**src/hdl/srrw_pkg.sv**
```systemverilog
// ----------------------------------------------------------------------------
// srrw_pkg
// Shared types and codes for the selective-repeat receiver window.
// ----------------------------------------------------------------------------
package srrw_pkg;

  // sequencer states
  typedef enum logic [1:0] {
    ST_IDLE,
    ST_READ,
    ST_EMIT
  } state_e;

  // result kinds
  localparam logic KIND_ACK  = 1'b0;
  localparam logic KIND_DATA = 1'b1;

endpackage

```
**src/hdl/srrw_mem.sv**
```systemverilog
// ----------------------------------------------------------------------------
// srrw_mem
// Payload buffer: one write port, one read port, registered read data.
// ----------------------------------------------------------------------------
module srrw_mem #(
  parameter int Depth = 8,
  parameter int AddrW = 3,
  parameter int DataW = 32
) (
  input  logic             clk_i,
  input  logic             we_i,
  input  logic [AddrW-1:0] wr_addr_i,
  input  logic [DataW-1:0] wr_data_i,
  input  logic [AddrW-1:0] rd_addr_i,
  output logic [DataW-1:0] rd_data_o
);

  logic [DataW-1:0] mem_q [Depth];

  // write port
  always_ff @(posedge clk_i) begin
    if (we_i) begin
      mem_q[wr_addr_i] <= wr_data_i;
    end
  end

  // read port, registered read data
  always_ff @(posedge clk_i) begin
    rd_data_o <= mem_q[rd_addr_i];
  end

endmodule

```
**src/hdl/selective_repeat_receiver_window.sv**
```systemverilog
// ----------------------------------------------------------------------------
// selective_repeat_receiver_window
// Receiver side of selective-repeat ARQ with an in-order delivery sequencer.
// ----------------------------------------------------------------------------
// Each accepted item is one arriving packet. A packet with a bad checksum, an
// out-of-range sequence number, or a number outside both the receive window and
// the previous window is consumed with no result. Otherwise the acknowledgement
// is produced the cycle after acceptance. When the packet hits the window base,
// the sequencer reads the payload buffer in ST_READ and then, in ST_EMIT,
// delivers one payload per cycle while the result register is not stalled, up
// to min(WINDOW, SEQ_COUNT) payloads per packet; the single read port of the
// payload buffer sets that pace. Input is stalled while deliveries are in
// flight and while the result register is full and stalled. Held flags clear
// at reset, so no clearing pass is needed after reset.
// ----------------------------------------------------------------------------
module selective_repeat_receiver_window #(
  parameter int SEQ_COUNT    = 8,
  parameter int WINDOW       = 4,
  parameter int PAYLOAD_BITS = 32
) (
  input  logic                         clk_i,
  input  logic                         rst_ni,
  input  logic                         in_valid_i,
  output logic                         in_stall_o,
  input  logic [$clog2(SEQ_COUNT)-1:0] seq_num_i,
  input  logic                         checksum_ok_i,
  input  logic [PAYLOAD_BITS-1:0]      payload_i,
  output logic                         out_valid_o,
  input  logic                         out_stall_i,
  output logic                         kind_o,
  output logic [$clog2(SEQ_COUNT)-1:0] number_o,
  output logic [PAYLOAD_BITS-1:0]      data_o,
  output logic                         last_o
);

  localparam int SW    = $clog2(SEQ_COUNT);
  localparam int LIMIT = (WINDOW < SEQ_COUNT) ? WINDOW : SEQ_COUNT;
  localparam int CW    = $clog2(LIMIT + 1);

  srrw_pkg::state_e state_q, state_d;

  logic [SW-1:0]           base_q, base_d;
  logic [SW-1:0]           slot_q, slot_d;
  logic [CW-1:0]           cnt_q, cnt_d;
  logic [SEQ_COUNT-1:0]    held_q, held_d;

  logic                    out_valid_q, out_valid_d;
  logic                    kind_q, kind_d;
  logic [SW-1:0]           number_q, number_d;
  logic [PAYLOAD_BITS-1:0] data_q, data_d;
  logic                    last_q, last_d;

  logic                    out_free;
  logic                    accept;
  logic                    out_load;
  logic                    mem_we;
  logic [SW-1:0]           rd_addr;
  logic [PAYLOAD_BITS-1:0] rd_data;
  logic [SW-1:0]           next_slot;
  logic                    more;

  logic [SW:0]             diff_ahead, diff_behind;
  logic [SW-1:0]           ahead, behind;
  logic                    in_range, in_win, prev_win, is_base, good;

  // window classification of the arriving packet
  always_comb begin
    diff_ahead  = {1'b0, seq_num_i} - {1'b0, base_q};
    diff_behind = {1'b0, base_q} - {1'b0, seq_num_i};
    ahead  = diff_ahead[SW]  ? SW'(diff_ahead  + (SW+1)'(SEQ_COUNT)) : diff_ahead[SW-1:0];
    behind = diff_behind[SW] ? SW'(diff_behind + (SW+1)'(SEQ_COUNT)) : diff_behind[SW-1:0];
    in_range = (SW+1)'(seq_num_i) < (SW+1)'(SEQ_COUNT);
    in_win   = in_range && (32'(ahead) < 32'(WINDOW));
    prev_win = in_range && !in_win && (behind != '0) && (32'(behind) <= 32'(WINDOW));
    is_base  = (seq_num_i == base_q);
  end

  // delivery walk helpers
  always_comb begin
    next_slot = (32'(slot_q) == SEQ_COUNT - 1) ? '0 : SW'(slot_q + 1'b1);
    more      = held_q[next_slot] && ((32'(cnt_q) + 32'd1) < 32'(LIMIT));
  end

  assign out_free = !out_valid_q || !out_stall_i;
  assign accept   = in_valid_i && !in_stall_o;
  assign good     = accept && checksum_ok_i && (in_win || prev_win);

  // next state
  always_comb begin
    state_d = state_q;
    unique case (state_q)
      srrw_pkg::ST_IDLE: begin
        if (good && in_win && is_base) state_d = srrw_pkg::ST_READ;
      end
      srrw_pkg::ST_READ: begin
        state_d = srrw_pkg::ST_EMIT;
      end
      srrw_pkg::ST_EMIT: begin
        if (out_free && !more) state_d = srrw_pkg::ST_IDLE;
      end
      default: state_d = srrw_pkg::ST_IDLE;
    endcase
  end

  // outputs of the sequencer
  always_comb begin
    in_stall_o = 1'b1;
    out_load   = 1'b0;
    mem_we     = 1'b0;
    rd_addr    = slot_q;
    kind_d     = kind_q;
    number_d   = number_q;
    data_d     = data_q;
    last_d     = last_q;
    unique case (state_q)
      srrw_pkg::ST_IDLE: begin
        in_stall_o = !out_free;
        out_load   = good;
        mem_we     = accept && checksum_ok_i && in_win && !held_q[seq_num_i];
        kind_d     = srrw_pkg::KIND_ACK;
        number_d   = seq_num_i;
        data_d     = '0;
        last_d     = !(in_win && is_base);
      end
      srrw_pkg::ST_READ: begin
        rd_addr = slot_q;
      end
      srrw_pkg::ST_EMIT: begin
        out_load = out_free;
        rd_addr  = out_free ? next_slot : slot_q;
        kind_d   = srrw_pkg::KIND_DATA;
        number_d = slot_q;
        data_d   = rd_data;
        last_d   = !more;
      end
      default: begin
        in_stall_o = 1'b1;
      end
    endcase
  end

  // window state updates
  always_comb begin
    held_d = held_q;
    base_d = base_q;
    slot_d = slot_q;
    cnt_d  = cnt_q;
    if (state_q == srrw_pkg::ST_IDLE && good && in_win) begin
      held_d[seq_num_i] = 1'b1;
      slot_d = base_q;
      cnt_d  = '0;
    end else if (state_q == srrw_pkg::ST_EMIT && out_load) begin
      held_d[slot_q] = 1'b0;
      slot_d = next_slot;
      base_d = next_slot;
      cnt_d  = CW'(cnt_q + 1'b1);
    end
  end

  // result register valid
  assign out_valid_d = out_load ? 1'b1 : (out_valid_q && out_stall_i);

  // control registers
  always_ff @(posedge clk_i or negedge rst_ni) begin
    if (!rst_ni) begin
      state_q     <= srrw_pkg::ST_IDLE;
      base_q      <= '0;
      slot_q      <= '0;
      cnt_q       <= '0;
      held_q      <= '0;
      out_valid_q <= 1'b0;
    end else begin
      state_q     <= state_d;
      base_q      <= base_d;
      slot_q      <= slot_d;
      cnt_q       <= cnt_d;
      held_q      <= held_d;
      out_valid_q <= out_valid_d;
    end
  end

  // result payload registers
  always_ff @(posedge clk_i) begin
    if (out_load) begin
      kind_q   <= kind_d;
      number_q <= number_d;
      data_q   <= data_d;
      last_q   <= last_d;
    end
  end

  // payload buffer
  srrw_mem #(
    .Depth (SEQ_COUNT),
    .AddrW (SW),
    .DataW (PAYLOAD_BITS)
  ) u_mem (
    .clk_i     (clk_i),
    .we_i      (mem_we),
    .wr_addr_i (seq_num_i),
    .wr_data_i (payload_i),
    .rd_addr_i (rd_addr),
    .rd_data_o (rd_data)
  );

  assign out_valid_o = out_valid_q;
  assign kind_o      = kind_q;
  assign number_o    = number_q;
  assign data_o      = data_q;
  assign last_o      = last_q;

`ifndef ASSERT_OFF
  // a delivered slot must be held
  a_deliver_held: assert property (@(posedge clk_i) disable iff (!rst_ni)
    (state_q == srrw_pkg::ST_EMIT && out_load) |-> held_q[slot_q])
    else $error("delivery from a slot that is not held");

  // the base moves only on a delivery
  a_base_moves: assert property (@(posedge clk_i) disable iff (!rst_ni)
    !(state_q == srrw_pkg::ST_EMIT && out_load) |=> $stable(base_q))
    else $error("window base moved without a delivery");

  // deliveries per packet stay within the window
  a_cnt_limit: assert property (@(posedge clk_i) disable iff (!rst_ni)
    (state_q == srrw_pkg::ST_EMIT) |-> (32'(cnt_q) < 32'(LIMIT)))
    else $error("too many deliveries for one packet");

  // no packet is taken while deliveries are pending
  a_busy_stall: assert property (@(posedge clk_i) disable iff (!rst_ni)
    (state_q != srrw_pkg::ST_IDLE) |-> !accept)
    else $error("packet accepted during delivery");
`endif

endmodule

```
**config.mk**
```make
export PLATFORM = sky130hd
export DESIGN_NAME = selective_repeat_receiver_window
export DESIGN_NICKNAME = d
export VERILOG_FILES = /design/src/hdl/srrw_pkg.sv /design/src/hdl/srrw_mem.sv /design/src/hdl/selective_repeat_receiver_window.sv
export SDC_FILE = /design/constraint.sdc
export NUM_CORES = 1
export LEC_CHECK = 0
export BUFFER_PORTS_ARGS = -buffer_cell sky130_fd_sc_hd__buf_2
export CORE_ASPECT_RATIO = 0.6
export CORE_MARGIN = 5
export CORE_UTILIZATION = 60
export CTS_BUF_LIST = sky130_fd_sc_hd__clkbuf_8
export DETAILED_ROUTE_END_ITERATION = 7
export PLACE_DENSITY = 0.78
export SKIP_LAST_GASP = 1
export SYNTH_ARGS = -nofsm -noshare
export SYNTH_HDL_FRONTEND = slang
export SYNTH_SLANG_ARGS = --single-unit
```
**constraint.sdc**
```tcl
create_clock -name clk_i -period 7.41 [get_ports clk_i]
set_clock_uncertainty 0.2 [all_clocks]
set_input_delay 0.741 -clock clk_i [delete_from_list [all_inputs] [get_ports clk_i]]
set_output_delay 0.741 -clock clk_i [all_outputs]
set_load 0.05 [all_outputs]
```
* Word level (Yosys, flattened, before mapping) *
Memory sizes are Yosys's and may differ from the RTL's. A register that Yosys moved wholly into a read port is not among the register bits.
Cells that the tools add are included.

word-level totals
  register bits = 57
  bits in latches = 0
  bits in writable memories = 256
  bits in read-only memories = 0
  bits of input ports = 40
  output and inout bits = 39
  word-level logic and storage cells = 103
  memories = 1

cells by class
  $add $sub $neg = 7
  $mul = 0
  divide/modulo/power cells = 0
  order comparisons = 8
  equality and inequality tests = 6
  shifts and indexed selects = 0
  muxes and demuxes = 32
  bitwise operators = 4
  reductions and logical operators = 35

memories
  name         depth  width  read ports  clocked after Yosys merged registers in  write ports  line            RTL
  u_mem.mem_q  8      32     1           1                                        1            srrw_mem.sv:18  logic [DataW-1:0] mem_q [Depth];

operators with widths
  cell                 count
  $pmux 32 s2          1
  $mux 3               9
  $logic_and 1x1->1    18
  $mux 8               2
  $add 3x1->3 const B  4
  $lt 3x4->1 const B   3
  $mux 1               9
  $and 8x8->8          1
  $logic_not 1->1      8
  $not 8->8            1
  $or 8x8->8           1
  $sub 3x3->4          2
  $bmux 1 s3           2
  $demux 1 s3          2
  $ge 3x1->1 const B   2
  $pmux 1 s2           3
  $pmux 2 s3           1
  $pmux 3 s2           1
  $reduce_and 2->1     3
  $add 3x1->4 const B  1
  $lt 4x3->1 const B   1
  $mux 2               2
  $ne 2x2->1 const B   2
  $reduce_bool 2->1    2
  other kinds (10)     11

* Depth between registers and ports, before layout *
  depth in word-level cells = 13
  depth in mapped cells = 9
  mapped depth without buffers = 7

* Cells and area by module *
From an unflattened synthesis, not the netlist that was laid out.

unflattened totals
  cells, all modules = 646
  area, all modules = 13202.7 um2

modules (own cells, without submodules)
  module                            times used  cells each  area each (um2)  sequential area each (um2)
  srrw_mem                          1           415         10466.3          8328.0
  selective_repeat_receiver_window  1           231         2736.4           1611.5

* Worst setup path before layout *
OpenSTA, ideal clock, no wires.

  kind = input to register
  start point = input seq_num_i[1]
  end point = memory u_mem.mem_q[0][0] (enable)
  setup time = 502 ps
  data arrival time = 5248 ps
  data required time = 6708 ps
  path slack = 1460 ps
  stages = 9
  path buffers = 2
  cells stage by stage = clkbuf_1 > inv_1 > ha_1 > nor2b_1 > o21ai_0 > a21oi_1 > buf_4 > nand4b_4 > nor4_1

between the ends
  cells in the longest elaborated chain, start to end = 9
  elaborated cells between the ends (all ways) = 12
  those cells by class = 2 x add/sub; 1 x order compare; 6 x mux; 3 x reduce/logical

ends and longest elaborated chain
  what                             line                                     RTL
  from (decl)                      selective_repeat_receiver_window.sv:25   input logic [$clog2(SEQ_COUNT)-1:0] seq_num_i,
  $sub 3x3->4                      selective_repeat_receiver_window.sv:68   diff_ahead = {1'b0, seq_num_i} - {1'b0, base_q};
  $add 3x1->3                      selective_repeat_receiver_window.sv:70   ahead = diff_ahead[SW] ? SW'(diff_ahead + (SW+1)'(SEQ_COUNT)) : diff_ahead[SW-1:0];
  $mux 3                           selective_repeat_receiver_window.sv:70
  $lt 3x3->1                       selective_repeat_receiver_window.sv:73   in_win = in_range && (32'(ahead) < 32'(WINDOW));
  $logic_and 1x1->1 (2 in series)  selective_repeat_receiver_window.sv:119  mem_we = accept && checksum_ok_i && in_win && !held_q[seq_num_i];
  $mux 1                           selective_repeat_receiver_window.sv:115  unique case (state_q)
  $mux 1                           srrw_mem.sv:22                           if (we_i) begin
  $mux 1 (not written as such)     srrw_mem.sv:23                           mem_q[wr_addr_i] <= wr_data_i;
  to (decl)                        srrw_mem.sv:18

Several ways; a longest one is shown, not always the timed one. The select of a mux whose other input is x is not followed.

* Final worst setup path *
  start point = register out_valid_q (netlist: out_valid_o)
  end point = memory u_mem.mem_q[6][19] (enable)

between the ends
  cells in the longest elaborated chain, start to end = 12

ends and longest elaborated chain
  what                             line                                     RTL
  from (decl)                      selective_repeat_receiver_window.sv:47   logic out_valid_q, out_valid_d;
  from (signal assigned)           selective_repeat_receiver_window.sv:178  out_valid_q <= out_valid_d;
  $logic_not 1->1                  selective_repeat_receiver_window.sv:84   assign out_free = !out_valid_q || !out_stall_i;
  $logic_or 1x1->1                 selective_repeat_receiver_window.sv:84
  $logic_not 1->1                  selective_repeat_receiver_window.sv:117  in_stall_o = !out_free;
  $mux 1                           selective_repeat_receiver_window.sv:115
  $logic_not 1->1                  selective_repeat_receiver_window.sv:85   assign accept = in_valid_i && !in_stall_o;
  $logic_and 1x1->1                selective_repeat_receiver_window.sv:85
  $logic_and 1x1->1 (3 in series)  selective_repeat_receiver_window.sv:119
  $mux 1                           selective_repeat_receiver_window.sv:115
  $mux 1                           srrw_mem.sv:22
  $mux 1 (not written as such)     srrw_mem.sv:23

No other way between the ends.

==> results.json <==
{
  "outcome": "complete, no violations",
  "num_io_pins": 79,
  "wl_per_cell_um": 21.6,
  "wl_met2_um": 18800,
  "firstDrtPassIters": 6,
  "fmax_mhz": 248,
  "cts_made_buffers": 50,
  "place_congestion": 0.871,
  "dieArea_mm2": 0.0317,
  "synth_top_area_frac": 0.521,
  "synthFlopType": "edfxtp_1",
  "synth-simple-area-share": 0.190,
  "fillerInstances": 2029,
  "met3WireLength_um": 4030,
  "hold_viol_final": 0,
  "synth-xor-area-share": 0.00104,
  "max-vdd-ir-drop_v": 0.000614,
  "antenna_found_initial": 1,
  "grt_pass1_wl_um": 65000,
  "drv_slew": 0,
  "cts_tree": "built",
  "cap_violations": 0,
  "dp_hpwl_um": 22500,
  "yosys.area.top_type": "edfxtp_1",
  "clock_latency_ns": 0.61,
  "crit_type": "register to register",
  "cts_sinks": 345,
  "grt_setup_unrepaired": "false",
  "hold_class": "primary input to register",
  "synth_edf_count": 293,
  "area_growth_pct": 8.80,
  "clock_path_buffers": 3,
  "synth_top_family_by_area": "simple AND/OR/NAND/NOR gates",
  "grt_util_all_layers": 0.258,
  "start_util": 0.611,
  "dr_total_vias": 12600,
  "row_count": 47,
  "cp.arrival_ns": 4.06,
  "nets": 1581,
  "grt_max_degree": 129,
  "powerDensity_mw_per_mm2": 349,
  "grt_pass1_vias": 11800,
  "drc_errors": 0,
  "die_h_um": 140,
  "chipWidth_um": 227,
  "relSlewSlack": 0.273,
  "ctsResizeCount": 0,
  "p_leak_nw": 6.18,
  "postSynthCellCount": 1519,
  "fin_crit_ns": 4.03,
  "path_clk_slew_ns": 0.07,
  "root_buffer": "clkbuf_8",
  "top_layer": "met4",
  "port_buffers": 78,
  "overflow": 0,
  "total_power_w": 0.00641,
  "synth_seq_cells": 345,
  "synth-compound-area-share": 0.130,
  "synthArstFlopShare": 0.0580,
  "via_per_inst": 6.47,
  "met1Wirelength_um": 18400,
  "wirelength_um": 42000,
  "cts_setup_buffers": 0,
  "drtIter0Drc": 1719,
  "synth_adder_area_share": 0.00518,
  "syn_avg_cell_area_um2": 11.1,
  "drive_gt1_frac": 0.132,
  "syn_area_mm2": 0.0169,
  "synth-seq-area-share": 0.588,
  "cp.required_ns": 7.44,
  "core_region_area_mm2": 0.0276,
  "post-route-period-util": 0.543,
  "htree_num_levels": 2,
  "worst_pin_slew_ns": 1.09,
  "ys_types": 59,
  "fin_tns_setup_ns": 0,
  "worst-path-max-fanout": 42,
  "worst_setup_path_start_kind": "register",
  "syn_nets": 1566,
  "ys_warn_count": 0,
  "antenna_left": 0,
  "synthTopCellsByArea": "edfxtp_1 52%, nor2b_1 4.8%, mux2i_1 4.0%",
  "synth_mux_area_frac": 0.0436,
  "endpoint_kind": "register",
  "setup_viol_count_final": 0
}
## repair_timing
action	4_1_cts	5_1_grt
endpoints found under the setup margin	0	0
hold buffers	1	0
endpoints found under the hold margin	20	0
## cells in the mapped netlist, drive strengths merged (2+ instances only)
cell type  number
nand4           2
a21oi          38
nor2b         131
o31ai           2
nand3           4
nor4            2
nand2         149
a31oi          99
mux2i          68
nor2          140
a32oi          32
a221oi         32
edfxtp        293
buf            64
nor3          103
o311ai         64
nand2b          5
dfrtp          20
dfxtp          32
inv             6
mux4            2
and2           66
clkbuf         78
nand3b          2
a221o           3
ha              7
nand4b          3
o21ai          19
and3           34
a21o            2
## per-stage QoR
stage	instances	setup slack (ns)	hold slack, ns	cell area, µm²	util
after floorplan	1519	1.46	0.245	16900	-
after global placement	1848	3.00	0.286	17400	0.629
after detailed placement	1848	2.99	0.289	17400	0.629
after CTS	1943	3.43	0.164	18400	0.665
after global routing	1944	3.20	0.177	18400	0.665
final	1944	3.38	0.207	18400	0.665
## kinds of logic (layout without fill, tap and decap cells)
logic type,count (synthesis),count (layout)
other,0,1
buffers and inverters,149,206
AOI/OAI and AO/OA,303,303
DFF,345,345
adders and majority gates,7,7
xor gates and xnor gates,2,2
and+or+nand+nor,642,642
muxes,71,71
## layout by cell type (no fill, tap or decap), types with 6 or more instances in the layout
cell type	Yosys	layout
clkinv_2	0	11
nor2b_1	131	131
nor3_2	0	6
buf_4	14	25
edfxtp_1	293	293
dfrtp_1	20	19
o311ai_0	8	8
dfxtp_1	32	32
clkbuf_8	0	59
nor3_1	102	96
ha_1	7	7
o21ai_0	16	15
mux2i_1	68	68
a32oi_1	32	32
a21oi_1	38	38
and3_1	34	34
inv_1	5	22
a31oi_1	99	99
buf_2	35	78
o311ai_1	56	56
a221oi_1	32	32
nor2_1	139	139
nand2_1	148	147
and2_1	66	65
## layer usage
metal | vias up | global-route usage
met5 | - | 0
met3 | 64 | 0.0563
met2 | 624 | 0.387
li1 | 5736 | -
met4 | 0 | 0.0740
met1 | 6150 | 0.382
## final timing paths
| kind | start | endpoint | slack [ns] | cells past startpoint |
|---|---|---|---|---|
| min in group asynchronous | rst_ni | out_valid_o | 0.45 | 2 |
| setup / recovery | out_valid_o | u_mem.mem_q[6][19] | 3.38 | 7 |
| max in group asynchronous | rst_ni | slot_q[0] | 6.19 | 2 |
| hold reg to reg | u_mem.rd_data_o[8] | data_o[8] | 0.30 | 1 |
| setup reg to reg | out_valid_o | u_mem.mem_q[6][19] | 3.38 | 7 |
| hold / removal | payload_i[12] | u_mem.mem_q[6][12] | 0.21 | 1 |
## state kept, by name, indices dropped and copies added, names as in the netlist
| register | cells |
|---|---|
| cnt_q | 3 |
| data_o | 32 |
| state_q | 2 |
| held_q | 8 |
| base_q | 3 |
| out_valid_o | 1 |
| last_o | 1 |
| number_o | 3 |
| kind_o | 1 |
| u_mem.rd_data_o | 32 |
| slot_q | 3 |
| u_mem.mem_q | 256 |
## layout make-up
cell class / instances / area, µm² / area share
well taps: 367 / 459 / 0.0250
clock inverters: 35 / 188 / 0.0102
flip-flops and latches: 345 / 9940 / 0.541
diodes: 1 / 2.50 / 0.000136
clock buffers: 59 / 812 / 0.0442
repair buffers: 105 / 608 / 0.0331
multi-input cells: 1025 / 6350 / 0.345
inverters: 7 / 26.3 / 0.00143
## power breakdown
part | internal [W] | switching (W)
Clock | 0.000766 | 0.000748
Sequential | 0.00236 | 0.000171
Combinational | 0.000761 | 0.00160
## worst max-delay path, cell delays in order, from the launching register on
cell and delay, ns:
dfrtp_1 0.40, nand2_2 0.78, nand4_1 0.42, a21oi_1 0.22, buf_4 0.22, nand4b_4 0.21
nor3_2 0.62, buf_4 0.56
Note: power is estimated with default switching activity, not from simulation.
